**config.mk**
```make
export PLATFORM = sky130hd
export DESIGN_NAME = heap_dump_record_stripper_core
export DESIGN_NICKNAME = d
export VERILOG_FILES = /design/src/sv/hdrs_pkg.sv /design/src/sv/hdrs_parser.sv /design/src/sv/hdrs_outq.sv /design/src/sv/heap_dump_record_stripper_core.sv
export SDC_FILE = /design/constraint.sdc
export NUM_CORES = 2
export LEC_CHECK = 0
export BUFFER_PORTS_ARGS = -buffer_cell sky130_fd_sc_hd__clkbuf_2
export CAP_MARGIN = 20
export CORE_ASPECT_RATIO = 2
export CORE_MARGIN = 10
export CORE_UTILIZATION = 45
export DETAILED_ROUTE_END_ITERATION = 6
export HOLD_SLACK_MARGIN = 0.15
export SLEW_MARGIN = 30
export SYNTH_ARGS = -nofsm -noshare
export SYNTH_HDL_FRONTEND = slang
export SYNTH_SLANG_ARGS = --single-unit
```
**constraint.sdc**
```tcl
create_clock -name i_clk -period 24.3 [get_ports i_clk]
set_input_delay 2.43 -clock i_clk [delete_from_list [all_inputs] [get_ports i_clk]]
set_output_delay 2.43 -clock i_clk [all_outputs]
set_load 0.03 [all_outputs]
```
**src/sv/hdrs_pkg.sv**
```systemverilog
// hdrs_pkg: shared types, record and sub-record tag codes, and the value size table
// for the heap-dump record stripper; no dependencies
package hdrs_pkg;

    localparam int ID_BYTES_DEF = 4;
    localparam int SKIP_W       = 36;
    localparam int PH_W         = 25;
    localparam int QDEPTH       = 8;
    localparam int QPTR_W       = $clog2(QDEPTH);
    localparam int MAX_RES      = 5;

    // record tags
    localparam logic [7:0] REC_HEAP_DUMP     = 8'h0C;
    localparam logic [7:0] REC_HEAP_SEGMENT  = 8'h1C;

    // sub-record tags
    localparam logic [7:0] SUB_ROOT_UNKNOWN  = 8'hFF;
    localparam logic [7:0] SUB_ROOT_JNI_GLB  = 8'h01;
    localparam logic [7:0] SUB_ROOT_JNI_LOC  = 8'h02;
    localparam logic [7:0] SUB_ROOT_JFRAME   = 8'h03;
    localparam logic [7:0] SUB_ROOT_NSTACK   = 8'h04;
    localparam logic [7:0] SUB_ROOT_STICKY   = 8'h05;
    localparam logic [7:0] SUB_ROOT_TBLOCK   = 8'h06;
    localparam logic [7:0] SUB_ROOT_MONITOR  = 8'h07;
    localparam logic [7:0] SUB_ROOT_THREAD   = 8'h08;
    localparam logic [7:0] SUB_ROOT_INTERN   = 8'h89;
    localparam logic [7:0] SUB_ROOT_FINAL    = 8'h8a;
    localparam logic [7:0] SUB_ROOT_DEBUGGER = 8'h8b;
    localparam logic [7:0] SUB_ROOT_REFCLEAN = 8'h8c;
    localparam logic [7:0] SUB_ROOT_VMINT    = 8'h8d;
    localparam logic [7:0] SUB_ROOT_JNIMON   = 8'h8e;
    localparam logic [7:0] SUB_UNREACHABLE   = 8'h90;
    localparam logic [7:0] SUB_PRIM_NODATA   = 8'hc3;
    localparam logic [7:0] SUB_CLASS_DUMP    = 8'h20;
    localparam logic [7:0] SUB_INSTANCE      = 8'h21;
    localparam logic [7:0] SUB_OBJ_ARRAY     = 8'h22;
    localparam logic [7:0] SUB_PRIM_ARRAY    = 8'h23;
    localparam logic [7:0] SUB_HEAP_INFO     = 8'hfe;

    // heap type bytes of system heaps
    localparam logic [7:0] HEAP_ZYGOTE = 8'h5A;
    localparam logic [7:0] HEAP_IMAGE  = 8'h49;

    // basic type codes
    localparam logic [7:0] TY_OBJECT  = 8'd2;
    localparam logic [7:0] TY_BOOLEAN = 8'd4;
    localparam logic [7:0] TY_CHAR    = 8'd5;
    localparam logic [7:0] TY_FLOAT   = 8'd6;
    localparam logic [7:0] TY_DOUBLE  = 8'd7;
    localparam logic [7:0] TY_BYTE    = 8'd8;
    localparam logic [7:0] TY_SHORT   = 8'd9;
    localparam logic [7:0] TY_INT     = 8'd10;
    localparam logic [7:0] TY_LONG    = 8'd11;

    typedef enum logic [PH_W-1:0] {
        PH_TAG       = PH_W'(1) << 0,
        PH_HDR       = PH_W'(1) << 1,
        PH_PASS      = PH_W'(1) << 2,
        PH_SUB       = PH_W'(1) << 3,
        PH_SKIP      = PH_W'(1) << 4,
        PH_STOP      = PH_W'(1) << 5,
        PH_INST_HEAD = PH_W'(1) << 6,
        PH_INST_SIZE = PH_W'(1) << 7,
        PH_OARR_HEAD = PH_W'(1) << 8,
        PH_OARR_LEN  = PH_W'(1) << 9,
        PH_PARR_HEAD = PH_W'(1) << 10,
        PH_PARR_LEN  = PH_W'(1) << 11,
        PH_PARR_TYPE = PH_W'(1) << 12,
        PH_INFO_HEAD = PH_W'(1) << 13,
        PH_INFO_TYPE = PH_W'(1) << 14,
        PH_CLS_HEAD  = PH_W'(1) << 15,
        PH_CP_COUNT  = PH_W'(1) << 16,
        PH_CP_INDEX  = PH_W'(1) << 17,
        PH_CP_TYPE   = PH_W'(1) << 18,
        PH_CP_VALUE  = PH_W'(1) << 19,
        PH_SF_COUNT  = PH_W'(1) << 20,
        PH_SF_NAME   = PH_W'(1) << 21,
        PH_SF_TYPE   = PH_W'(1) << 22,
        PH_SF_VALUE  = PH_W'(1) << 23,
        PH_IF_COUNT  = PH_W'(1) << 24
    } t_phase;

    typedef struct packed {
        logic       keep;
        logic [7:0] data;
    } t_la;

    typedef struct packed {
        logic [7:0]  data;
        logic        keep;
        logic        eob;
        logic [31:0] sum;
        logic [31:0] adj;
        logic        stop;
    } t_res;

    typedef struct packed {
        t_res [MAX_RES-1:0] slot;
        logic [2:0]         cnt;
    } t_push;

    function automatic logic [3:0] type_size(input logic [7:0] t, input logic [3:0] id);
        logic [3:0] s;
        case (t)
            TY_OBJECT:          s = id;
            TY_BOOLEAN, TY_BYTE: s = 4'd1;
            TY_CHAR, TY_SHORT:  s = 4'd2;
            TY_FLOAT, TY_INT:   s = 4'd4;
            TY_DOUBLE, TY_LONG: s = 4'd8;
            default:            s = 4'd0;
        endcase
        return s;
    endfunction

endpackage

```
**src/sv/hdrs_parser.sv**
```systemverilog
// hdrs_parser: record and sub-record parse state machine with the four-byte lookahead
// depends on hdrs_pkg; hands the result items of each transfer to the output queue
module hdrs_parser #(
    parameter int ID_BYTES = hdrs_pkg::ID_BYTES_DEF
) (
    input  logic               i_clk,
    input  logic               i_rst_n,
    input  logic               i_accept,
    input  logic [7:0]         i_data_byte,
    input  logic               i_first_byte,
    input  logic               i_last_byte,
    output hdrs_pkg::t_push    o_push
);
    import hdrs_pkg::*;

    localparam logic [3:0] ID4 = 4'(ID_BYTES);

    t_phase            r_phase, n_phase, cur;
    logic [SKIP_W-1:0] r_skip, n_skip;
    logic [31:0]       r_fs, n_fs;
    logic [15:0]       r_ec, n_ec;
    logic              r_sysh, n_sysh;
    logic              r_drop_act, n_drop_act;
    logic              r_heap, n_heap;
    logic [31:0]       r_sum, n_sum;
    logic [31:0]       r_rlen, n_rlen;
    logic              r_stop, n_stop;
    t_la [3:0]         r_la, n_la, lk_mod;
    logic [2:0]        r_fill, n_fill;

    logic              drop, sys, full;
    logic [2:0]        back_cnt, inc, fill_new;
    logic [SKIP_W-1:0] skip_dec, prod;
    logic              skip_done;
    logic [31:0]       fs_shift;
    logic [15:0]       ec_use;
    logic [3:0]        vsz;
    logic [32:0]       sum_ext;
    t_la               entry;
    t_la [4:0]         cand;

    assign skip_dec  = (r_skip != '0) ? r_skip - SKIP_W'(1) : '0;
    assign skip_done = (skip_dec == '0);
    assign fs_shift  = {r_fs[23:0], i_data_byte};

    always_comb begin
        cur        = i_first_byte ? PH_TAG : r_phase;
        n_phase    = cur;
        n_skip     = r_skip;
        n_fs       = r_fs;
        n_ec       = r_ec;
        n_sysh     = r_sysh;
        n_drop_act = r_drop_act;
        n_heap     = r_heap;
        n_sum      = r_sum;
        n_rlen     = r_rlen;
        n_stop     = r_stop;
        lk_mod     = r_la;
        drop       = r_drop_act;
        back_cnt   = '0;
        sys        = 1'b0;
        vsz        = '0;
        prod       = '0;
        ec_use     = r_ec;
        case (cur)
            PH_TAG: begin
                n_sum      = '0;
                n_rlen     = '0;
                n_stop     = 1'b0;
                n_drop_act = 1'b0;
                drop       = 1'b0;
                n_heap     = (i_data_byte == REC_HEAP_DUMP) || (i_data_byte == REC_HEAP_SEGMENT);
                if (n_heap) begin
                    n_phase = PH_HDR;
                    n_skip  = SKIP_W'(8);
                    n_fs    = '0;
                end else begin
                    n_phase = PH_PASS;
                end
            end
            PH_HDR: begin
                if (r_skip <= SKIP_W'(4)) n_rlen = {r_rlen[23:0], i_data_byte};
                n_skip = skip_dec;
                if (skip_done) n_phase = PH_SUB;
            end
            PH_SUB: begin
                n_fs = '0;
                case (i_data_byte)
                    SUB_ROOT_UNKNOWN, SUB_ROOT_STICKY, SUB_ROOT_MONITOR, SUB_ROOT_INTERN,
                    SUB_ROOT_DEBUGGER, SUB_ROOT_VMINT: begin
                        n_phase = PH_SKIP;
                        n_skip  = SKIP_W'(ID_BYTES);
                    end
                    SUB_ROOT_JNI_GLB: begin
                        n_phase = PH_SKIP;
                        n_skip  = SKIP_W'(2 * ID_BYTES);
                    end
                    SUB_ROOT_JNI_LOC, SUB_ROOT_JFRAME, SUB_ROOT_JNIMON, SUB_ROOT_THREAD: begin
                        n_phase = PH_SKIP;
                        n_skip  = SKIP_W'(ID_BYTES + 8);
                    end
                    SUB_ROOT_NSTACK, SUB_ROOT_TBLOCK: begin
                        n_phase = PH_SKIP;
                        n_skip  = SKIP_W'(ID_BYTES + 4);
                    end
                    SUB_ROOT_FINAL, SUB_ROOT_REFCLEAN, SUB_UNREACHABLE, SUB_PRIM_NODATA: begin
                        n_fs       = r_fs;
                        n_phase    = PH_SUB;
                        n_drop_act = 1'b0;
                    end
                    SUB_CLASS_DUMP: begin
                        n_phase = PH_CLS_HEAD;
                        n_skip  = SKIP_W'(7 * ID_BYTES + 8);
                    end
                    SUB_INSTANCE: begin
                        n_drop_act = r_sysh;
                        n_phase    = PH_INST_HEAD;
                        n_skip     = SKIP_W'(2 * ID_BYTES + 4);
                    end
                    SUB_OBJ_ARRAY: begin
                        n_drop_act = r_sysh;
                        n_phase    = PH_OARR_HEAD;
                        n_skip     = SKIP_W'(ID_BYTES + 4);
                    end
                    SUB_PRIM_ARRAY: begin
                        n_drop_act = r_sysh;
                        n_phase    = PH_PARR_HEAD;
                        n_skip     = SKIP_W'(ID_BYTES + 4);
                    end
                    SUB_HEAP_INFO: begin
                        n_phase = PH_INFO_HEAD;
                        n_skip  = SKIP_W'(3);
                    end
                    default: begin
                        n_fs    = r_fs;
                        n_stop  = 1'b1;
                        n_phase = PH_STOP;
                    end
                endcase
                drop = n_drop_act;
            end
            PH_SKIP: begin
                n_skip = skip_dec;
                if (skip_done) begin
                    n_phase    = PH_SUB;
                    n_drop_act = 1'b0;
                end
            end
            PH_INST_HEAD, PH_OARR_HEAD, PH_PARR_HEAD: begin
                n_skip = skip_dec;
                if (skip_done) begin
                    n_phase = (cur == PH_INST_HEAD) ? PH_INST_SIZE :
                              (cur == PH_OARR_HEAD) ? PH_OARR_LEN : PH_PARR_LEN;
                    n_skip  = SKIP_W'(4);
                    n_fs    = '0;
                end
            end
            PH_INST_SIZE, PH_OARR_LEN: begin
                n_fs   = fs_shift;
                n_skip = skip_dec;
                if (skip_done) begin
                    // object array body: class id then one id per element
                    prod = (cur == PH_INST_SIZE) ? SKIP_W'(fs_shift) :
                           SKIP_W'(ID_BYTES) + SKIP_W'(fs_shift) * SKIP_W'(ID_BYTES);
                    if (prod == '0) begin
                        n_phase    = PH_SUB;
                        n_drop_act = 1'b0;
                    end else begin
                        n_phase = PH_SKIP;
                        n_skip  = prod;
                        n_fs    = '0;
                    end
                end
            end
            PH_PARR_LEN: begin
                n_fs   = fs_shift;
                n_skip = skip_dec;
                if (skip_done) n_phase = PH_PARR_TYPE;
            end
            PH_PARR_TYPE: begin
                vsz  = type_size(i_data_byte, ID4);
                prod = SKIP_W'(r_fs) * SKIP_W'(vsz);
                if (prod == '0) begin
                    n_phase    = PH_SUB;
                    n_drop_act = 1'b0;
                end else begin
                    // app heap: element data only is dropped, uncounted
                    if (!r_sysh) n_drop_act = 1'b1;
                    n_phase = PH_SKIP;
                    n_skip  = prod;
                    n_fs    = '0;
                end
            end
            PH_INFO_HEAD: begin
                n_skip = skip_dec;
                if (skip_done) n_phase = PH_INFO_TYPE;
            end
            PH_INFO_TYPE: begin
                sys    = (i_data_byte == HEAP_ZYGOTE) || (i_data_byte == HEAP_IMAGE);
                n_sysh = sys;
                if (sys) begin
                    // retro-drop the tag and header still held in the lookahead
                    for (int i = 0; i < 4; i++) begin
                        if ((3'(i) < r_fill) && r_la[i].keep) begin
                            lk_mod[i].keep = 1'b0;
                            back_cnt       = back_cnt + 3'd1;
                        end
                    end
                    n_drop_act = 1'b1;
                    drop       = 1'b1;
                end
                n_phase = PH_SKIP;
                n_skip  = SKIP_W'(ID_BYTES);
                n_fs    = '0;
            end
            PH_CLS_HEAD: begin
                n_skip = skip_dec;
                if (skip_done) begin
                    n_phase = PH_CP_COUNT;
                    n_skip  = SKIP_W'(2);
                    n_fs    = '0;
                end
            end
            PH_CP_COUNT, PH_CP_TYPE, PH_CP_VALUE: begin
                logic nxt;
                nxt = 1'b0;
                if (cur == PH_CP_COUNT) begin
                    n_fs   = fs_shift;
                    n_skip = skip_dec;
                    if (skip_done) begin
                        ec_use = fs_shift[15:0];
                        n_ec   = ec_use;
                        nxt    = 1'b1;
                    end
                end else if (cur == PH_CP_TYPE) begin
                    vsz = type_size(i_data_byte, ID4);
                    if (vsz == '0) nxt = 1'b1;
                    else begin
                        n_phase = PH_CP_VALUE;
                        n_skip  = SKIP_W'(vsz);
                        n_fs    = '0;
                    end
                end else begin
                    n_skip = skip_dec;
                    if (skip_done) nxt = 1'b1;
                end
                if (nxt) begin
                    n_fs = '0;
                    if (ec_use == '0) begin
                        n_phase = PH_SF_COUNT;
                        n_skip  = SKIP_W'(2);
                    end else begin
                        n_ec    = ec_use - 16'd1;
                        n_phase = PH_CP_INDEX;
                        n_skip  = SKIP_W'(2);
                    end
                end
            end
            PH_CP_INDEX: begin
                n_skip = skip_dec;
                if (skip_done) n_phase = PH_CP_TYPE;
            end
            PH_SF_COUNT, PH_SF_TYPE, PH_SF_VALUE: begin
                logic nxt;
                nxt = 1'b0;
                if (cur == PH_SF_COUNT) begin
                    n_fs   = fs_shift;
                    n_skip = skip_dec;
                    if (skip_done) begin
                        ec_use = fs_shift[15:0];
                        n_ec   = ec_use;
                        nxt    = 1'b1;
                    end
                end else if (cur == PH_SF_TYPE) begin
                    vsz = type_size(i_data_byte, ID4);
                    if (vsz == '0) nxt = 1'b1;
                    else begin
                        n_phase = PH_SF_VALUE;
                        n_skip  = SKIP_W'(vsz);
                        n_fs    = '0;
                    end
                end else begin
                    n_skip = skip_dec;
                    if (skip_done) nxt = 1'b1;
                end
                if (nxt) begin
                    n_fs = '0;
                    if (ec_use == '0) begin
                        n_phase = PH_IF_COUNT;
                        n_skip  = SKIP_W'(2);
                    end else begin
                        n_ec    = ec_use - 16'd1;
                        n_phase = PH_SF_NAME;
                        n_skip  = SKIP_W'(ID_BYTES);
                    end
                end
            end
            PH_SF_NAME: begin
                n_skip = skip_dec;
                if (skip_done) n_phase = PH_SF_TYPE;
            end
            PH_IF_COUNT: begin
                n_fs   = fs_shift;
                n_skip = skip_dec;
                if (skip_done) begin
                    prod = SKIP_W'(fs_shift[15:0]) * SKIP_W'(ID_BYTES + 1);
                    if (prod == '0) begin
                        n_phase    = PH_SUB;
                        n_drop_act = 1'b0;
                    end else begin
                        n_phase = PH_SKIP;
                        n_skip  = prod;
                        n_fs    = '0;
                    end
                end
            end
            default: drop = 1'b0;
        endcase

        // saturating strip count: retro-dropped bytes plus this one
        inc     = back_cnt + {2'b0, drop && n_sysh};
        sum_ext = {1'b0, n_sum} + 33'(inc);
        n_sum   = sum_ext[32] ? '1 : sum_ext[31:0];

        // lookahead shift and result build
        entry.keep = ~drop;
        entry.data = i_data_byte;
        full       = (r_fill == 3'd4);
        n_la       = lk_mod;
        if (full) begin
            n_la     = {entry, lk_mod[3], lk_mod[2], lk_mod[1]};
            fill_new = 3'd4;
        end else begin
            n_la[r_fill[1:0]] = entry;
            fill_new          = r_fill + 3'd1;
        end
        cand       = {n_la, lk_mod[0]};
        o_push.cnt = {2'b0, full} + (i_last_byte ? fill_new : 3'd0);
        for (int k = 0; k < MAX_RES; k++) begin
            t_la src;
            src = full ? cand[k] : ((k < 4) ? cand[k + 1] : cand[MAX_RES-1]);
            o_push.slot[k].data = src.data;
            o_push.slot[k].keep = src.keep;
            o_push.slot[k].eob  = i_last_byte && (3'(k) == o_push.cnt - 3'd1);
            o_push.slot[k].sum  = n_sum;
            o_push.slot[k].adj  = n_heap ? n_rlen - n_sum : '0;
            o_push.slot[k].stop = n_stop;
        end
        n_fill = fill_new;
        if (i_last_byte) begin
            n_fill     = '0;
            n_phase    = PH_TAG;
            n_drop_act = 1'b0;
        end
    end

    always_ff @(posedge i_clk) begin
        if (!i_rst_n) begin
            r_phase    <= PH_TAG;
            r_skip     <= '0;
            r_fs       <= '0;
            r_ec       <= '0;
            r_sysh     <= 1'b0;
            r_drop_act <= 1'b0;
            r_heap     <= 1'b0;
            r_sum      <= '0;
            r_rlen     <= '0;
            r_stop     <= 1'b0;
            r_fill     <= '0;
        end else if (i_accept) begin
            r_phase    <= n_phase;
            r_skip     <= n_skip;
            r_fs       <= n_fs;
            r_ec       <= n_ec;
            r_sysh     <= n_sysh;
            r_drop_act <= n_drop_act;
            r_heap     <= n_heap;
            r_sum      <= n_sum;
            r_rlen     <= n_rlen;
            r_stop     <= n_stop;
            r_fill     <= n_fill;
        end
    end

    always_ff @(posedge i_clk) begin
        if (i_accept) r_la <= n_la;
    end

    a_fill_bound: assert property (@(posedge i_clk) disable iff (!i_rst_n)
        r_fill <= 3'd4) else $error("lookahead overfilled");
    a_last_flush: assert property (@(posedge i_clk) disable iff (!i_rst_n)
        (i_accept && i_last_byte) |=> (r_fill == 3'd0) && (r_phase == PH_TAG))
        else $error("lookahead not flushed at buffer end");
    a_last_push: assert property (@(posedge i_clk) disable iff (!i_rst_n)
        (i_accept && i_last_byte) |-> (o_push.cnt != 3'd0) && (o_push.cnt <= 3'd5))
        else $error("buffer end gave no result");

endmodule

```
**src/sv/hdrs_outq.sv**
```systemverilog
// hdrs_outq: result queue that takes up to five items per transfer and gives one per cycle while the sink is ready
// depends on hdrs_pkg
module hdrs_outq (
    input  logic               i_clk,
    input  logic               i_rst_n,
    input  logic               i_accept,
    input  hdrs_pkg::t_push    i_push,
    output logic               o_room,
    output logic               o_valid,
    input  logic               i_ready,
    output hdrs_pkg::t_res     o_res
);
    import hdrs_pkg::*;

    t_res [QDEPTH-1:0]  r_mem;
    logic [QPTR_W-1:0]  r_head, r_tail;
    logic [QPTR_W:0]    r_cnt, n_cnt;
    logic               pop;
    logic [2:0]         push_cnt;

    assign push_cnt = i_accept ? i_push.cnt : 3'd0;
    assign o_valid  = (r_cnt != '0);
    assign pop      = o_valid && i_ready;
    assign o_res    = r_mem[r_head];
    assign o_room   = (r_cnt <= (QPTR_W+1)'(QDEPTH - MAX_RES));
    assign n_cnt    = r_cnt + (QPTR_W+1)'(push_cnt) - (QPTR_W+1)'(pop);

    always_ff @(posedge i_clk) begin
        if (!i_rst_n) begin
            r_head <= '0;
            r_tail <= '0;
            r_cnt  <= '0;
        end else begin
            r_head <= r_head + QPTR_W'(pop);
            r_tail <= r_tail + QPTR_W'(push_cnt);
            r_cnt  <= n_cnt;
        end
    end

    always_ff @(posedge i_clk) begin
        for (int k = 0; k < MAX_RES; k++) begin
            if (3'(k) < push_cnt) r_mem[r_tail + QPTR_W'(k)] <= i_push.slot[k];
        end
    end

    a_occupancy: assert property (@(posedge i_clk) disable iff (!i_rst_n)
        r_cnt <= (QPTR_W+1)'(QDEPTH)) else $error("result queue overflow");
    a_count: assert property (@(posedge i_clk) disable iff (!i_rst_n)
        1'b1 |=> r_cnt == $past(r_cnt) + (QPTR_W+1)'($past(push_cnt)) - (QPTR_W+1)'($past(pop)))
        else $error("result queue count slipped");
    a_ptr_gap: assert property (@(posedge i_clk) disable iff (!i_rst_n)
        QPTR_W'(r_tail - r_head) == r_cnt[QPTR_W-1:0]) else $error("queue pointers disagree");

endmodule

```
**src/sv/heap_dump_record_stripper_core.sv**
```systemverilog
// heap_dump_record_stripper_core: top level of the heap-dump record stripper
// depends on hdrs_pkg, hdrs_parser and hdrs_outq
// a byte waits in the four-entry lookahead until a later byte shifts it out or the buffer's
// last byte flushes it, then in the result queue; throughput one byte per cycle while o_ready is high
// a buffer end pushes up to five results at once into the eight-entry queue, which stalls
// input until it drains to three; synchronous active-low reset empties the queue and
// lookahead and returns the parser to the record tag
module heap_dump_record_stripper_core #(
    parameter int ID_BYTES = hdrs_pkg::ID_BYTES_DEF
) (
    input  logic        i_clk,
    input  logic        i_rst_n,
    input  logic        i_valid,
    output logic        o_ready,
    input  logic [7:0]  i_data_byte,
    input  logic        i_first_byte,
    input  logic        i_last_byte,
    output logic        o_valid,
    input  logic        i_ready,
    output logic [7:0]  o_out_byte,
    output logic        o_keep,
    output logic        o_end_of_buffer,
    output logic [31:0] o_stripped_total,
    output logic [31:0] o_adjusted_length,
    output logic        o_parse_stopped
);
    import hdrs_pkg::*;

    logic  accept;
    t_push push;
    t_res  res;

    // an input transfer happens when input is valid and the queue has room for a full flush
    assign accept = i_valid && o_ready;

    hdrs_parser #(
        .ID_BYTES (ID_BYTES)
    ) u_parser (
        .i_clk        (i_clk),
        .i_rst_n      (i_rst_n),
        .i_accept     (accept),
        .i_data_byte  (i_data_byte),
        .i_first_byte (i_first_byte),
        .i_last_byte  (i_last_byte),
        .o_push       (push)
    );

    // results wait here, so input keeps flowing while the sink stalls, until the queue holds more than three
    hdrs_outq u_outq (
        .i_clk    (i_clk),
        .i_rst_n  (i_rst_n),
        .i_accept (accept),
        .i_push   (push),
        .o_room   (o_ready),
        .o_valid  (o_valid),
        .i_ready  (i_ready),
        .o_res    (res)
    );

    assign o_out_byte        = res.data;
    assign o_keep            = res.keep;
    assign o_end_of_buffer   = res.eob;
    assign o_stripped_total  = res.sum;
    assign o_adjusted_length = res.adj;
    assign o_parse_stopped   = res.stop;

endmodule
```
==> metrics.md <==
| Metric | Value |
|---|---|
| Max Freq | 0.0865 GHz |
| Crit-path max FO | 30 |
| Share of layout cells above drive strength 1 | 12.1% |
| Vias in the first global route | 46.0k |
| Grt ovf | 0 |
| DPL Wire Length | 139000 um |
| Mapped Nets | 6248 |
| Boundary Pins | 91 |
| TritonCTS Buffers | 79 |
| Clk_skew | 40.8 ps |
| Post-synth top flop | dfxtp_1 |
| PD cells | 80.7 nW/um^2 |
| Area Growth Syn to Fin | 8.77% |
| Final setup fails | 0 |
| Mapped Cells | 6027 |
| WP data arrival | 12190 ps |
| Leakage power | 20.8 nW |
| Ys Warns | 0 |
| Pre-antenna DRT Iters | 5 |
| ANT nets after route | 0 |
| Slowest CP cell | or4_1 |
| Met3 GRT Util | 5.02% |
| RePlAce Congestion | 1.02 |
| Global-route wire length before repair | 288000 um |
| Initial drt markers | 3798 |
| #FFs+latches synth | 826 |
| Top Family by Delay on Critical Path | simple AND/OR/NAND/NOR gates |
| Chip Width | 256 um |
| Largest net degree at the start of global routing | 80 |
| Crit path buf inv count | 4 |
| Fin. Hold Viols | 0 |
| Post-synthesis cell area | 50100 sq um |
| Least-Margin Pin Slew | 1090 ps |
| Root buffer cell | clkbuf_16 |
| Worst-skew pair later-pin latency | 710 ps |
| CTS Buffer Depth | 3 |
| Max_cap viols | 0 |
| WL/cell | 26.0 um |
| Sequential area share after synthesis | 33.7% |
| CTS H-tree depth | 3 |
| Asr flop ratio synth | 0% |
| Setup CP Type | in -> reg |
| Placed Instances | 7273 |
| CTS tree | done |
| Most used routing layer | met2 |
| DRC viols | 0 |
| Met1 GRT Util | 30.0% |
| Fin. max-slew vios | 0 |
| Sink Count | 826 |
| Routed wire length | 193000 um |
| Worst Hold Class | reg -> reg |
| Period minus WS final | 11560 ps |
| Non-Filler Instances | 7423 |
| Worst setup EP type | flip-flop |
| RSZ-0062 raised after global routing | false |
| Run status | completed |
| Met2 Usage GRT | 53.3% |
| Die area | 126000 sq um |
| Hold buffer count at CTS | 0 |
| Antenna violations before repair | 5 |
| Reg clk slew, reported paths | 70 ps |
| Crit share post-route | 47.6% |
| WP data required | 24930 ps |
| Distinct cells, synth | 110 |
| Core area | 111000 sq um |
| Peak supply drop | 0.0926 mV |
| Post-synth EDFFs | 36 |
| Fillers | 10.8k |
| Total GRT Usage | 29.7% |
| Row cnt | 173 |
| Initial Util | 45.2% |
| Drt via density | 6.30 |
| Relative slew slack | 25.3% |
| Port bufs | 90 |
| PostCTS Resize Cnt | 0 |
| Post-Syn Area per Cell | 8.32 sq um |
| CP max stage delay | 820 ps |
| Nets | 6089 |
| CP Launch Type | primary input |
| Total Negative Setup Slacks | 0 ps |
| # Post-CTS Setup Buffers | 0 |
| Via count of the routed design | 46.7k |
| Die Ht | 492 um |
[cell type report]
class                      instances  area [sq um]  area share, %
antenna                            3          7.51         0.0138
clock buffer                     110          2260           4.15
clock inverter                    36           413          0.757
inverter                         161           609           1.12
multi-input combinational       4605         31200           57.2
sequential                       826         16900           31.0
tap                             1487          1860           3.41
timing repair buffer             195          1270           2.33
[registers in the layout, summed over array words and instances, names as in the netlist]
register and flops:
u_parser.cand 8, u_parser.r_ec 16, u_parser.r_heap 1, u_outq.r_mem 600, u_parser.r_sum 32, u_parser.r_drop_act 1
u_parser.r_rlen 32, u_outq.r_head 3, u_outq.r_cnt 4, u_parser.r_skip 36, u_parser.r_fill 3, u_parser.r_fs 32
u_parser.lk_mod 24, u_parser.r_la 4, u_parser.r_stop 1, u_parser.r_sysh 1, u_parser.r_phase 25, u_outq.r_tail 3
[cells in the final DEF (no fill, tap or decap), types with 45 or more instances in the layout]
cell type and instances:
a211oi_1 180, a21oi_1 626, a22o_1 101, and2_1 71, buf_4 101, clkbuf_16 80
clkbuf_2 90, dfxtp_1 787, fa_1 65, ha_1 142, inv_1 153, mux2_2 90
mux2i_1 93, mux4_2 150, nand2_1 696, nand3_1 117, nand4_1 56, nor2_1 696
nor3_1 96, nor4_1 45, o211ai_1 64, o21ai_0 394, o22ai_1 55, xnor2_1 93
xor2_1 70
[per-stage QoR]
stage	util (%)	cell area [sq um]	power, mW	hold WS (ps)	worst slack (ps)
CTS	49.1	54400	4.42	451	12970
finish	49.2	54500	4.40	447	12740
detailed placement	46.7	51700	3.12	437	12260
floorplan	-	50100	2.70	420	14450
global placement	46.6	51700	3.10	429	12400
global route	49.2	54500	4.61	471	12190
[routing by layer]
metal / vias to the layer above / part of all wire, %
li1: 21548 / -
met1: 22536 / 35
met2: 1927 / 50
met3: 728 / 5.9
met4: 6 / 9.0
met5: - / 0.019
[where the power goes]
group | internal (mW) | leakage [nW] | total (mW) | switching, mW
Combinational | 0.525 | 12.7 | 1.40 | 0.874
Clock | 0.706 | 1.30 | 1.30 | 0.597
Sequential | 1.56 | 6.76 | 1.70 | 0.135
Total | 2.79 | 20.8 | 4.40 | 1.61
[path summary, 6_finish.rpt]
path	startpoint	to	slack [ps]	cells past startpoint
setup reg to reg	u_parser.r_phase[13]$_SDFFE_PN0P_	u_outq.r_mem[248]$_DFF_P_	14080	31
hold / removal	u_outq.r_mem[462]$_DFF_P_	u_outq.r_mem[462]$_DFF_P_	450	2
hold reg to reg	u_outq.r_mem[462]$_DFF_P_	u_outq.r_mem[462]$_DFF_P_	450	2
setup / recovery	i_first_byte	u_outq.r_mem[248]$_DFF_P_	12740	33
[cell families after synthesis]
| logic type | count (synthesis) | synth area share [%] |
|---|---|---|
| adder cells (fa/ha/maj) | 207 | 6.14 |
| XOR/XNOR | 164 | 2.88 |
| buffers and inverters | 596 | 4.61 |
| multiplexers | 339 | 10.7 |
| AO/OA/AOI/OAI | 1792 | 22.4 |
| AND/OR/NAND/NOR | 2103 | 19.6 |
| flip-flops | 826 | 33.7 |
[Yosys cell counts, types with 16 or more instances]
cell type | n | share of area (%)
o221ai_1 | 17 | 0.30
and3_1 | 35 | 0.44
buf_2 | 37 | 0.37
a21o_1 | 40 | 0.60
ha_1 | 142 | 3.5
nand3_1 | 117 | 1.2
mux2i_1 | 99 | 2.0
a21oi_2 | 16 | 0.28
xor2_1 | 70 | 1.2
clkbuf_1 | 356 | 2.7
edfxtp_1 | 36 | 2.2
inv_1 | 154 | 1.2
or3_1 | 32 | 0.40
nor4_1 | 53 | 0.66
or4_1 | 35 | 0.52
and2_1 | 71 | 0.89
buf_1 | 36 | 0.27
nor3_1 | 103 | 1.0
nor2_1 | 711 | 5.3
a22o_1 | 101 | 1.8
nand2_1 | 697 | 5.2
o21ai_0 | 395 | 3.9
a211oi_1 | 181 | 2.7
xnor2_1 | 93 | 1.6
a21oi_1 | 630 | 6.3
o31ai_1 | 28 | 0.42
nand4_1 | 56 | 0.70
and4_1 | 21 | 0.37
nand3b_1 | 16 | 0.24
o211ai_1 | 64 | 0.96
nor2b_1 | 31 | 0.39
mux2_2 | 90 | 2.0
nand2b_1 | 33 | 0.41
a22oi_1 | 40 | 0.60
fa_1 | 65 | 2.6
o22ai_1 | 55 | 0.69
dfxtp_1 | 790 | 32
a31oi_1 | 41 | 0.51
mux4_2 | 150 | 6.7
[worst min-delay path, cell delays in order (launching register included)]
cell	delay, ps
dfxtp_1	320
nand2_1	40
o21ai_0	50
No activity file was read; power rests on OpenSTA's default activity.
